===== config.mk =====
export PLATFORM = sky130hd
export DESIGN_NAME = mdio_phy_register_model_top
export DESIGN_NICKNAME = d
export VERILOG_FILES = /design/src/rtl/core/mdio_prm_pkg.sv /design/src/rtl/core/mdio_phy_register_model_top.sv /design/src/rtl/core/mdio_prm_ctrl.sv /design/src/rtl/core/mdio_prm_dpath.sv
export SDC_FILE = /design/constraint.sdc
export NUM_CORES = 1
export LEC_CHECK = 0
export ABC_AREA = 1
export BUFFER_PORTS_ARGS = -buffer_cell sky130_fd_sc_hd__buf_2
export CAP_MARGIN = 25
export CORE_ASPECT_RATIO = 0.75
export CORE_MARGIN = 2
export CORE_UTILIZATION = 50
export CTS_BUF_LIST = sky130_fd_sc_hd__clkbuf_8
export DETAILED_ROUTE_END_ITERATION = 8
export PLACE_DENSITY = 0.75
export SYNTH_ARGS = -nofsm -noshare
export SYNTH_HDL_FRONTEND = slang
export SYNTH_SLANG_ARGS = --single-unit

===== constraint.sdc =====
create_clock -name clk_i -period 4.33 [get_ports clk_i]
set_input_delay 0.433 -clock clk_i [delete_from_list [all_inputs] [get_ports clk_i]]
set_output_delay 0.433 -clock clk_i [all_outputs]
set_load 0.02 [all_outputs]

===== src/rtl/core/mdio_prm_pkg.sv =====
// shared types and constants for the mdio phy register model
// no dependencies
package mdio_prm_pkg;

  // access codes
  localparam logic KIND_READ   = 1'b0;
  localparam logic KIND_WRITE  = 1'b1;
  localparam logic TARGET_DATA = 1'b0;
  localparam logic TARGET_CTRL = 1'b1;

  // phy register addresses
  localparam logic [4:0] PHY_BMCR    = 5'h00;
  localparam logic [4:0] PHY_BMSR    = 5'h01;
  localparam logic [4:0] PHY_ID1     = 5'h02;
  localparam logic [4:0] PHY_ID2     = 5'h03;
  localparam logic [4:0] PHY_ANAR    = 5'h04;
  localparam logic [4:0] PHY_ANLPAR  = 5'h05;
  localparam logic [4:0] PHY_VENDOR  = 5'h1F;

  // phy register defaults
  localparam logic [15:0] DEF_BMCR   = 16'h3100;
  localparam logic [15:0] DEF_BMSR   = 16'h786D;
  localparam logic [15:0] DEF_ID1    = 16'h0040;
  localparam logic [15:0] DEF_ID2    = 16'h61E0;
  localparam logic [15:0] DEF_ANAR   = 16'h01E1;
  localparam logic [15:0] DEF_ANLPAR = 16'h01E1;
  localparam logic [15:0] DEF_VENDOR = 16'h000B;

  // bit masks
  localparam logic [15:0] BMCR_RESET_BIT = 16'h8000;
  localparam logic [15:0] VENDOR_WR_BIT  = 16'h0080;
  localparam int          CTL_WRITE_POS  = 10;
  localparam logic [31:0] CTL_BUSY_BIT   = 32'h0000_0800;
  localparam logic [4:0]  SEL_RESET      = 5'd2;

  // controller to datapath commands
  typedef struct packed {
    logic capture;  // latch the incoming item
    logic exec;     // apply the item to state and register its result
  } cmd_t;

endpackage


===== src/rtl/core/mdio_phy_register_model_top.sv =====
// top level of the mdio phy register model
// depends on mdio_prm_pkg, mdio_prm_ctrl, mdio_prm_dpath

// Host-bus model of an mdio management unit with a clause 22 style phy behind
// it. Raise start with kind_i, target_i and write_data_i; the item is taken at
// the edge where start is high and busy is low. Each item gives one result,
// shown on read_data_o and phy_error_o for a single cycle while done_o is high,
// in the cycle after the execute cycle of the sequencer that follows the taking
// edge. The result cannot be held off, so catch it on that cycle. busy is high
// for the one execute cycle of the sequencer, so a new item cannot be taken
// while the previous one executes; the next item may be offered while
// done_o of the previous one is up. There is no clearing pass after reset.
module mdio_phy_register_model_top
  import mdio_prm_pkg::*;
(
  input  logic        clk_i,
  input  logic        rst_ni,
  input  logic        start,
  output logic        busy,
  input  logic        kind_i,
  input  logic        target_i,
  input  logic [31:0] write_data_i,
  output logic        done_o,
  output logic [31:0] read_data_o,
  output logic        phy_error_o
);

  // commands from the sequencer to the datapath
  cmd_t cmd;

  // sequencer: idle / execute, owns busy and the result strobe
  mdio_prm_ctrl u_ctrl (
    .clk_i   (clk_i),
    .rst_ni  (rst_ni),
    .start_i (start),
    .busy_o  (busy),
    .done_o  (done_o),
    .cmd_o   (cmd)
  );

  // datapath: item latch, register state, phy rules, result registers
  mdio_prm_dpath u_dpath (
    .clk_i        (clk_i),
    .rst_ni       (rst_ni),
    .cmd_i        (cmd),
    .kind_i       (kind_i),
    .target_i     (target_i),
    .write_data_i (write_data_i),
    .read_data_o  (read_data_o),
    .phy_error_o  (phy_error_o)
  );

  // an accepted item always moves the sequencer into execute
  a_accept_busy: assert property (@(posedge clk_i) disable iff (!rst_ni)
    (start && !busy) |=> busy)
    else $error("accepted item did not start execution");

  // execute lasts exactly one cycle and is followed by the strobe
  a_exec_done: assert property (@(posedge clk_i) disable iff (!rst_ni)
    busy |=> (!busy && done_o))
    else $error("execute not followed by a result strobe");

  // a strobe only follows an execute cycle
  a_done_after_busy: assert property (@(posedge clk_i) disable iff (!rst_ni)
    done_o |-> $past(busy))
    else $error("result strobe without an item");

  // an unmodelled phy read always reports zero data
  a_err_zero: assert property (@(posedge clk_i) disable iff (!rst_ni)
    (done_o && phy_error_o) |-> (read_data_o == 32'h0))
    else $error("phy error with nonzero read data");

endmodule


===== src/rtl/core/mdio_prm_ctrl.sv =====
// sequencer for the mdio phy register model
// depends on mdio_prm_pkg
module mdio_prm_ctrl
  import mdio_prm_pkg::*;
(
  input  logic clk_i,
  input  logic rst_ni,
  input  logic start_i,
  output logic busy_o,
  output logic done_o,
  output cmd_t cmd_o
);

  typedef enum logic {
    S_IDLE,
    S_EXEC
  } state_e;

  state_e state_q;
  logic   busy_q;
  logic   done_q;

  assign cmd_o.capture = start_i && !busy_q;
  assign cmd_o.exec    = (state_q == S_EXEC);

  always_ff @(posedge clk_i or negedge rst_ni) begin
    if (!rst_ni) begin
      state_q <= S_IDLE;
      busy_q  <= 1'b0;
      done_q  <= 1'b0;
    end else begin
      unique case (state_q)
        S_IDLE: begin
          done_q <= 1'b0;
          if (start_i) begin
            state_q <= S_EXEC;
            busy_q  <= 1'b1;
          end
        end
        S_EXEC: begin
          state_q <= S_IDLE;
          busy_q  <= 1'b0;
          done_q  <= 1'b1;
        end
        default: begin
          state_q <= S_IDLE;
          busy_q  <= 1'b0;
          done_q  <= 1'b0;
        end
      endcase
    end
  end

  assign busy_o = busy_q;
  assign done_o = done_q;

endmodule


===== src/rtl/core/mdio_prm_dpath.sv =====
// register state, phy rules and result registers of the mdio phy register model
// depends on mdio_prm_pkg
module mdio_prm_dpath
  import mdio_prm_pkg::*;
(
  input  logic        clk_i,
  input  logic        rst_ni,
  input  cmd_t        cmd_i,
  input  logic        kind_i,
  input  logic        target_i,
  input  logic [31:0] write_data_i,
  output logic [31:0] read_data_o,
  output logic        phy_error_o
);

  // latched item
  logic        kind_q;
  logic        target_q;
  logic [31:0] wdata_q;

  // architectural state; only the writable phy registers are held
  logic [4:0]  sel_q, sel_d;
  logic [31:0] ctrl_q, ctrl_d;
  logic [31:0] data_q, data_d;
  logic [15:0] bmcr_q, bmcr_d;
  logic [15:0] anar_q, anar_d;
  logic [15:0] vend_q, vend_d;
  logic        bmcr_wr_q, bmcr_wr_d;
  logic        anar_wr_q, anar_wr_d;
  logic        vend_wr_q, vend_wr_d;

  logic [31:0] rdata_q, rdata_d;
  logic        err_q, err_d;

  logic        ctrl_wr;
  logic        phy_wr;
  logic [4:0]  idx;
  logic [15:0] vend_old;
  logic [15:0] phy_val;
  logic        phy_bad;

  always_comb begin
    ctrl_wr = (kind_q == KIND_WRITE) && (target_q == TARGET_CTRL);
    phy_wr  = ctrl_wr && wdata_q[CTL_WRITE_POS];
    idx     = ctrl_wr ? wdata_q[4:0] : sel_q;

    bmcr_d    = bmcr_q;
    anar_d    = anar_q;
    vend_d    = vend_q;
    bmcr_wr_d = bmcr_wr_q;
    anar_wr_d = anar_wr_q;
    vend_wr_d = vend_wr_q;
    vend_old  = vend_wr_q ? vend_q : DEF_VENDOR;

    // phy write with the held data word, before the refresh read
    if (phy_wr) begin
      unique case (idx)
        PHY_BMCR: begin
          bmcr_d    = data_q[15:0] & ~BMCR_RESET_BIT;
          bmcr_wr_d = 1'b1;
        end
        PHY_ANAR: begin
          anar_d    = data_q[15:0];
          anar_wr_d = 1'b1;
        end
        PHY_VENDOR: begin
          vend_d    = (vend_old & ~VENDOR_WR_BIT) | (data_q[15:0] & VENDOR_WR_BIT);
          vend_wr_d = 1'b1;
        end
        default: begin
          // read-only or unmodelled: nothing visible changes
        end
      endcase
    end

    // phy read sees the post-write values
    phy_bad = 1'b0;
    unique case (idx)
      PHY_BMCR:   phy_val = bmcr_wr_d ? bmcr_d : DEF_BMCR;
      PHY_BMSR:   phy_val = DEF_BMSR;
      PHY_ID1:    phy_val = DEF_ID1;
      PHY_ID2:    phy_val = DEF_ID2;
      PHY_ANAR:   phy_val = anar_wr_d ? anar_d : DEF_ANAR;
      PHY_ANLPAR: phy_val = DEF_ANLPAR;
      PHY_VENDOR: phy_val = vend_wr_d ? vend_d : DEF_VENDOR;
      default: begin
        phy_val = 16'h0000;
        phy_bad = 1'b1;
      end
    endcase

    sel_d   = sel_q;
    ctrl_d  = ctrl_q;
    data_d  = data_q;
    rdata_d = 32'h0;
    err_d   = 1'b0;
    unique case ({kind_q, target_q})
      {KIND_READ, TARGET_DATA}: begin
        rdata_d = {16'h0000, phy_val};
        err_d   = phy_bad;
      end
      {KIND_READ, TARGET_CTRL}: begin
        rdata_d = ctrl_q & ~CTL_BUSY_BIT;
      end
      {KIND_WRITE, TARGET_DATA}: begin
        data_d = wdata_q;
      end
      default: begin
        sel_d  = wdata_q[4:0];
        ctrl_d = wdata_q & ~CTL_BUSY_BIT;
        data_d = {16'h0000, phy_val};
        err_d  = phy_bad;
      end
    endcase
  end

  always_ff @(posedge clk_i) begin
    if (cmd_i.capture) begin
      kind_q   <= kind_i;
      target_q <= target_i;
      wdata_q  <= write_data_i;
    end
    if (cmd_i.exec) begin
      bmcr_q  <= bmcr_d;
      anar_q  <= anar_d;
      vend_q  <= vend_d;
      rdata_q <= rdata_d;
      err_q   <= err_d;
    end
  end

  always_ff @(posedge clk_i or negedge rst_ni) begin
    if (!rst_ni) begin
      sel_q     <= SEL_RESET;
      ctrl_q    <= 32'h0;
      data_q    <= 32'h0;
      bmcr_wr_q <= 1'b0;
      anar_wr_q <= 1'b0;
      vend_wr_q <= 1'b0;
    end else if (cmd_i.exec) begin
      sel_q     <= sel_d;
      ctrl_q    <= ctrl_d;
      data_q    <= data_d;
      bmcr_wr_q <= bmcr_wr_d;
      anar_wr_q <= anar_wr_d;
      vend_wr_q <= vend_wr_d;
    end
  end

  assign read_data_o = rdata_q;
  assign phy_error_o = err_q;

endmodule


==> metrics.txt, run 1 <==
status=completed; die area=0.0156 mm^2; final hold vios=0; YS warnings=0; final wirelength=15500 um; crit path DAT=3.37 ns; router iterations before antenna repair=5; worst hold path type=input port to async pin; PostCTS Resize Cnt=0; I/O pin cnt=72; Die Y-Extent=109 um; Row Count=38; sequential-to-total area share from yosys stat=0.658; Vias=5194; count leader, synth=nand2_1; Peak Freq=312 MHz; Synth Flop Type=edfxtp_1; vias per cell=about 5; fin nets=~850; drt drc=0; post-CTS setup buffers=0; Final Critical Period=3.21 ns; GRT busiest layer=met2; initial antenna violation count=0; Total Power=0.00362 W; Rel. slew slack=0.372; P_leak=a little under 4 nW; largest cells by area after synthesis=edfxtp_1 (47%), dfrtp_1 (18%), nand2_1 (16%); CTS Buffer Depth=2; syn_nets=779; synthesized area per cell=9.90 um^2; PortBufs=71; H-tree Lvls=4; cells along the critical path=ha_1 -> o21ai_1 -> nand2_1 -> nor2_2 -> inv_1 -> nor2_1 -> buf_4; # diodes=0; CP Capture Type=flip-flop; Worst-Margin Slew=about 0.94 ns; number of synthesized register bits=169; first-pass GRT wire length=roughly 25000 um; synth cell count leaders=nand2_1 (307), edfxtp_1 (115), inv_1 (82); met2 Use GR=0.319; area share of the largest cell type after synthesis=0.473; RSZ-0062 raised after global routing=false; DR iter-0 viols=498; Global Route Usage Sum=0.210; clock transition at the registers of the reported paths=0.09 ns; share of layout cells above drive strength 1=0.166; crit start category=flip-flop; Setup CP Type=flip-flop to flip-flop; Detail Placement HPWL=10100 um; total grt overflow=0; Crit Path Max Fanout=15; Inserted Clock Buffers=17; largest net degree at the start of global routing=70; RD Place Congestion=between 0.8 and 0.9; VDD IR max=231 uV; Syn Inst Count=738; MaxCap Viol Count=0; CTS Root Cell=clkbuf_8; worst skew pair latency=0.45 ns; die width=144 um; Setup Skew=0.0109 ns; Sink Count=169; Worst path slowest cell=nor2_2; Post-synth ARST share=0.320; Fin Setup TNS=0 ns; Max Slew Vio Count=0; area added between synthesis and finish=13.4%; final worst setup slack=~1.1 ns; final setup vio count=0; CP peak stage delay=0.48 ns; CTS tree=yes; leading area contributor after synthesis=edfxtp_1; met3 Track Usage GR=0.0523; Post-synth EDFFs=115; count of cell types in the netlist=32; Starting Density=0.509; Req. time, crit path=4.50 ns; grt met1 use=0.305; worst hold slack=0.0204 ns; core area=0.0144 mm^2; P per Cell Area=437 mW/mm^2; Antenna Violating Nets Remaining=0; Hold-fix buffers, CTS=0; Post-Syn Area=0.00730 mm^2; DP Worst Slack=1.14 ns; vias in the first global route=4919; wire per inst=15.1 um; Tcrit/Tclk final=0.740
-- cell families (layout without fill, tap and decap cells) --
logic type               after synthesis  after routing  synth area share
AND/OR/NAND/NOR                      386            386             0.221
flip-flops                           169            169             0.658
buffers and inverters                113            199            0.0630
AO/OA/AOI/OAI                         66             66            0.0510
adder cells (fa/ha/maj)                4              4           0.00685
-- state kept, by name, indices dropped and copies added, names as in the netlist, named ones only --
name                 flops
u_dpath.read_data_o     32
u_dpath.wdata_q         32
u_dpath.ctrl_q          28
u_dpath.anar_q          16
u_dpath.bmcr_q          16
u_dpath.data_q          16
u_dpath.sel_q            4
u_ctrl.busy_o            1
u_ctrl.done_o            1
u_ctrl.state_q           1
u_dpath.anar_wr_q        1
u_dpath.bmcr_wr_q        1
u_dpath.kind_q           1
u_dpath.phy_error_o      1
u_dpath.target_q         1
u_dpath.vend_q           1
u_dpath.vend_wr_q        1
-- placed cells by master (no fill, tap or decap) --
cell / instances
clkinv_2: 2
inv_1: 82
clkinv_4: 2
bufinv_16: 3
nor3_1: 1
nand3_1: 31
ha_1: 4
nand2_1: 307
buf_2: 71
inv_6: 7
nor2_4: 3
inv_2: 4
nand2_4: 1
o21ai_4: 1
dfrtp_1: 52
nand3b_1: 2
nand3_4: 1
nand3_2: 1
buf_12: 1
dfrtp_2: 1
a21oi_2: 3
dfstp_2: 1
nand4_1: 15
buf_4: 8
nor2_1: 14
nor2_8: 1
o21ai_1: 11
nor2_2: 1
nand2_2: 5
o21a_1: 8
o21ai_0: 27
clkbuf_8: 17
edfxtp_1: 115
or2_2: 3
a21oi_1: 16
clkinv_1: 2
-- worst paths after layout --
kind	to	slack, ns	startpoint	depth (start not counted)
setup reg to reg	flip-flop	1.12	u_dpath.target_q	7
min in group clk_i	u_dpath.wdata_q[30]	0.15	write_data_i[30]	1
setup / recovery	flip-flop	1.12	u_dpath.target_q	7
hold / removal	u_dpath.ctrl_q[25]	0.02	rst_ni	1
hold reg to reg	u_dpath.ctrl_q[27]	0.44	u_dpath.wdata_q[27]	2
max in group asynchronous	u_dpath.vend_wr_q	3.46	rst_ni	2
-- per-stage QoR --
stage                     utilization  cells  area, um^2
final                           0.577   1024        8280
after global routing            0.577   1024        8280
after CTS                       0.575   1023        8260
after detailed placement        0.546    991        7850
after global placement          0.546    991        7850
after floorplan                     -    738        7300
-- layout make-up --
type	instances	area, um^2
fill	1197	6080
sequential	169	4810
multi-input combinational	456	2050
timing repair buffer	80	435
inverter	87	327
tap	200	250
clock buffer	17	234
clock inverter	15	183
-- worst max-delay path: cells and delay by family (launching register included) --
kind                       cells  cell delay, ns
AOI/OAI and AO/OA              1            0.45
and+or+nand+nor                3            1.12
DFF                            1            0.42
buffers and inverters          2            0.55
adders and majority gates      1            0.38
-- report_power, final --
| part | switching, W | internal, W |
|---|---|---|
| sequential | 0.0000781 | 0.00190 |
| combinational | 0.000313 | 0.000149 |
| clock | 0.000596 | 0.000581 |
| total | 0.000988 | 0.00263 |
-- routing by layer --
metal | wire [um] | share of wire | vias to the layer above
met2 | 7190 | 0.46 | 211
met5 | 0 | 0 | -
met3 | 1150 | 0.074 | 20
li1 | - | - | 2527
met1 | 6950 | 0.45 | 2436
met4 | 195 | 0.013 | 0
(Power assumes the default switching activity.)
==> inputs of run 2 (changes only) <==
==> constraint.sdc (replaced) <==
create_clock -name clk_i -period 3.2 [get_ports clk_i]
set_input_delay 0.32 -clock clk_i [delete_from_list [all_inputs] [get_ports clk_i]]
set_output_delay 0.32 -clock clk_i [all_outputs]
set_load 0.02 [all_outputs]
==> metrics.txt, run 2 (same netlist as run 1, synthesis figures left out) <==
Inserted Clock Buffers=17 (unchanged); Die Y-Extent=109 um (unchanged); Crit Path Max Fanout=21 (was 15); hold path start=write_data_i[17]; Vias=5284 (was 5194); Setup Skew=0.0180 ns (was 0.0109 ns); CTS Root Cell=clkbuf_8 (unchanged); PortBufs=71 (unchanged); Worst-Margin Slew=0.732 ns (was 0.942 ns); Post-Layout Cell Count=1033 (was 1024); RSZ-0062 raised after global routing=false (unchanged); Global Route Usage Sum=0.217 (was 0.210); largest net degree at the start of global routing=43 (was 70); crit path DAT=3.20 ns (was 3.37 ns); Sink Count=169 (unchanged); share of layout cells above drive strength 1=0.174 (was 0.166); Req. time, crit path=3.51 ns (was 4.50 ns); H-tree Lvls=4 (unchanged); wire per inst=15.5 um (was 15.1 um); reg2reg end=u_dpath.read_data_o[0]; most frequent cells in the layout=nand2_1 (307), edfxtp_1 (115), inv_1 (83), buf_2 (71), dfrtp_1 (52) (was nand2_1 (307), edfxtp_1 (115), inv_1 (82), buf_2 (71), dfrtp_1 (52)); worst hold slack=0.0263 ns (was 0.0204 ns); worst reg2reg path depth=11 (was 7); reg2reg start=u_dpath.kind_q (was u_dpath.target_q); # diodes=0 (unchanged); final setup vio count=0 (unchanged); worst hold path type=input port to flip-flop (was input port to async pin); status=completed (unchanged); worst reg2reg setup slack=0.31 ns (was 1.12 ns); commonest non-fill, non-tap cell in the layout=nand2_1 (unchanged); hold path depth=1; CTS Buffer Depth=2 (unchanged); Detail Placement HPWL=10800 um (was 10100 um); crit start category=flip-flop (unchanged); Cells after DPL=1000 (was 991); initial antenna violation count=0 (unchanged); vias in the first global route=4956 (was 4919); CTS tree=yes (unchanged); VDD IR max=305 uV (was 231 uV); vias per cell=5.12 (was 5.07); final wirelength=16000 um (was 15500 um); MaxCap Viol Count=0 (unchanged); Fin Setup TNS=0 ns (unchanged); multi-input logic area=0.00205 mm^2 (unchanged); P_leak=3.98 nW (was 3.97 nW); fillers=1229 (was 1197); Starting Density=0.509 (unchanged); Setup CP Type=flip-flop to flip-flop (unchanged); router iterations before antenna repair=5 (unchanged); Antenna Violating Nets Remaining=0 (unchanged); I/O pin cnt=72 (unchanged); DR iter-0 viols=616 (was 498); flip-flop and latch area=0.00481 mm^2 (unchanged); total grt overflow=0 (unchanged); die area=0.0156 mm^2 (unchanged); fin nets=861 (was 852); Final Critical Period=2.89 ns (was 3.21 ns); die width=144 um (unchanged); Peak Freq=346 MHz (was 312 MHz); area added between synthesis and finish=13.6% (was 13.4%); RD Place Congestion=0.841 (was 0.900); final hold vios=0 (unchanged); Layout Utilization=0.578 (was 0.577); drt drc=0 (unchanged); CP Capture Type=flip-flop (unchanged); core area=0.0144 mm^2 (unchanged); Rel. slew slack=0.512 (was 0.372); first-pass GRT wire length=25700 um (was 24900 um); Max Slew Vio Count=0 (unchanged); P per Cell Area=572 mW/mm^2 (was 437 mW/mm^2); Tcrit/Tclk final=0.904 (was 0.740); hold endpoint=u_dpath.wdata_q[17]; Row Count=38 (unchanged); clock transition at the registers of the reported paths=0.10 ns (was 0.09 ns); worst skew pair latency=0.46 ns (was 0.45 ns)
## run 2: routing by layer
layer	up-vias	routed length, um	GRT usage
met5	-	0	0
met2	211	7000	0.318
met4	0	197	0.0574
met3	19	1170	0.0439
met1	2509	7640	0.331
li1	2545	-	-
## run 2: timing repair
| item | in CTS | in global routing |
|---|---|---|
| hold buffers | 1 | 0 |
| endpoints found under the hold margin | 26 | 0 |
| setup buffers | 0 | 0 |
| gates resized for setup | 0 | 0 |
## run 2: layout make-up
class | instances | share of cell area
sequential | 169 | 0.579
multi-input combinational | 456 | 0.247
timing repair buffer | 89 | 0.0594
inverter | 87 | 0.0394
tap | 200 | 0.0302
clock buffer | 17 | 0.0282
clock inverter | 15 | 0.0167
## run 2: worst max-delay path by stage
stage / startpoint / to / slack (ns) / cells after the start
global route: u_dpath.target_q / u_dpath.read_data_o[0] / 0.02 / 11
floorplan: u_ctrl.state_q / flip-flop / 0.49 / 4
finish: u_dpath.kind_q / u_dpath.read_data_o[0] / 0.31 / 11
CTS: u_dpath.kind_q / u_dpath.read_data_o[0] / 0.34 / 11
detailed placement: u_dpath.kind_q / u_dpath.read_data_o[0] / 0.38 / 11
global placement: u_dpath.target_q / u_dpath.read_data_o[10] / 0.52 / 11
## run 2: where the power goes
| group | internal (W) | switching, W | leakage, nW |
|---|---|---|---|
| clock | 0.000571 | 0.000858 | 0.181 |
| combinational | 0.000206 | 0.000424 | 2.04 |
| sequential | 0.00257 | 0.000113 | 1.76 |
## run 2: through the flow
step,instance area [um^2],power [W],worst slack [ns]
3_3_place_gp,7910,0.00333,0.518
3_5_place_dp,7910,0.00335,0.384
6_report,8300,0.00474,0.307
2_1_floorplan,7310,0.00313,0.486
5_1_grt,8300,0.00495,0.0226
4_1_cts,8300,0.00476,0.341
## run 2: critical path: stages, from the launching register on
cell      delay (ns)
edfxtp_1        0.39
ha_1            0.45
o21ai_1         0.29
nor2_4          0.26
nand3_2         0.44
inv_2           0.41
nand2_1         0.13
nand3_1         0.09
nand2_1         0.07
nand2_1         0.08
nand2_1         0.04
o21ai_1         0.07
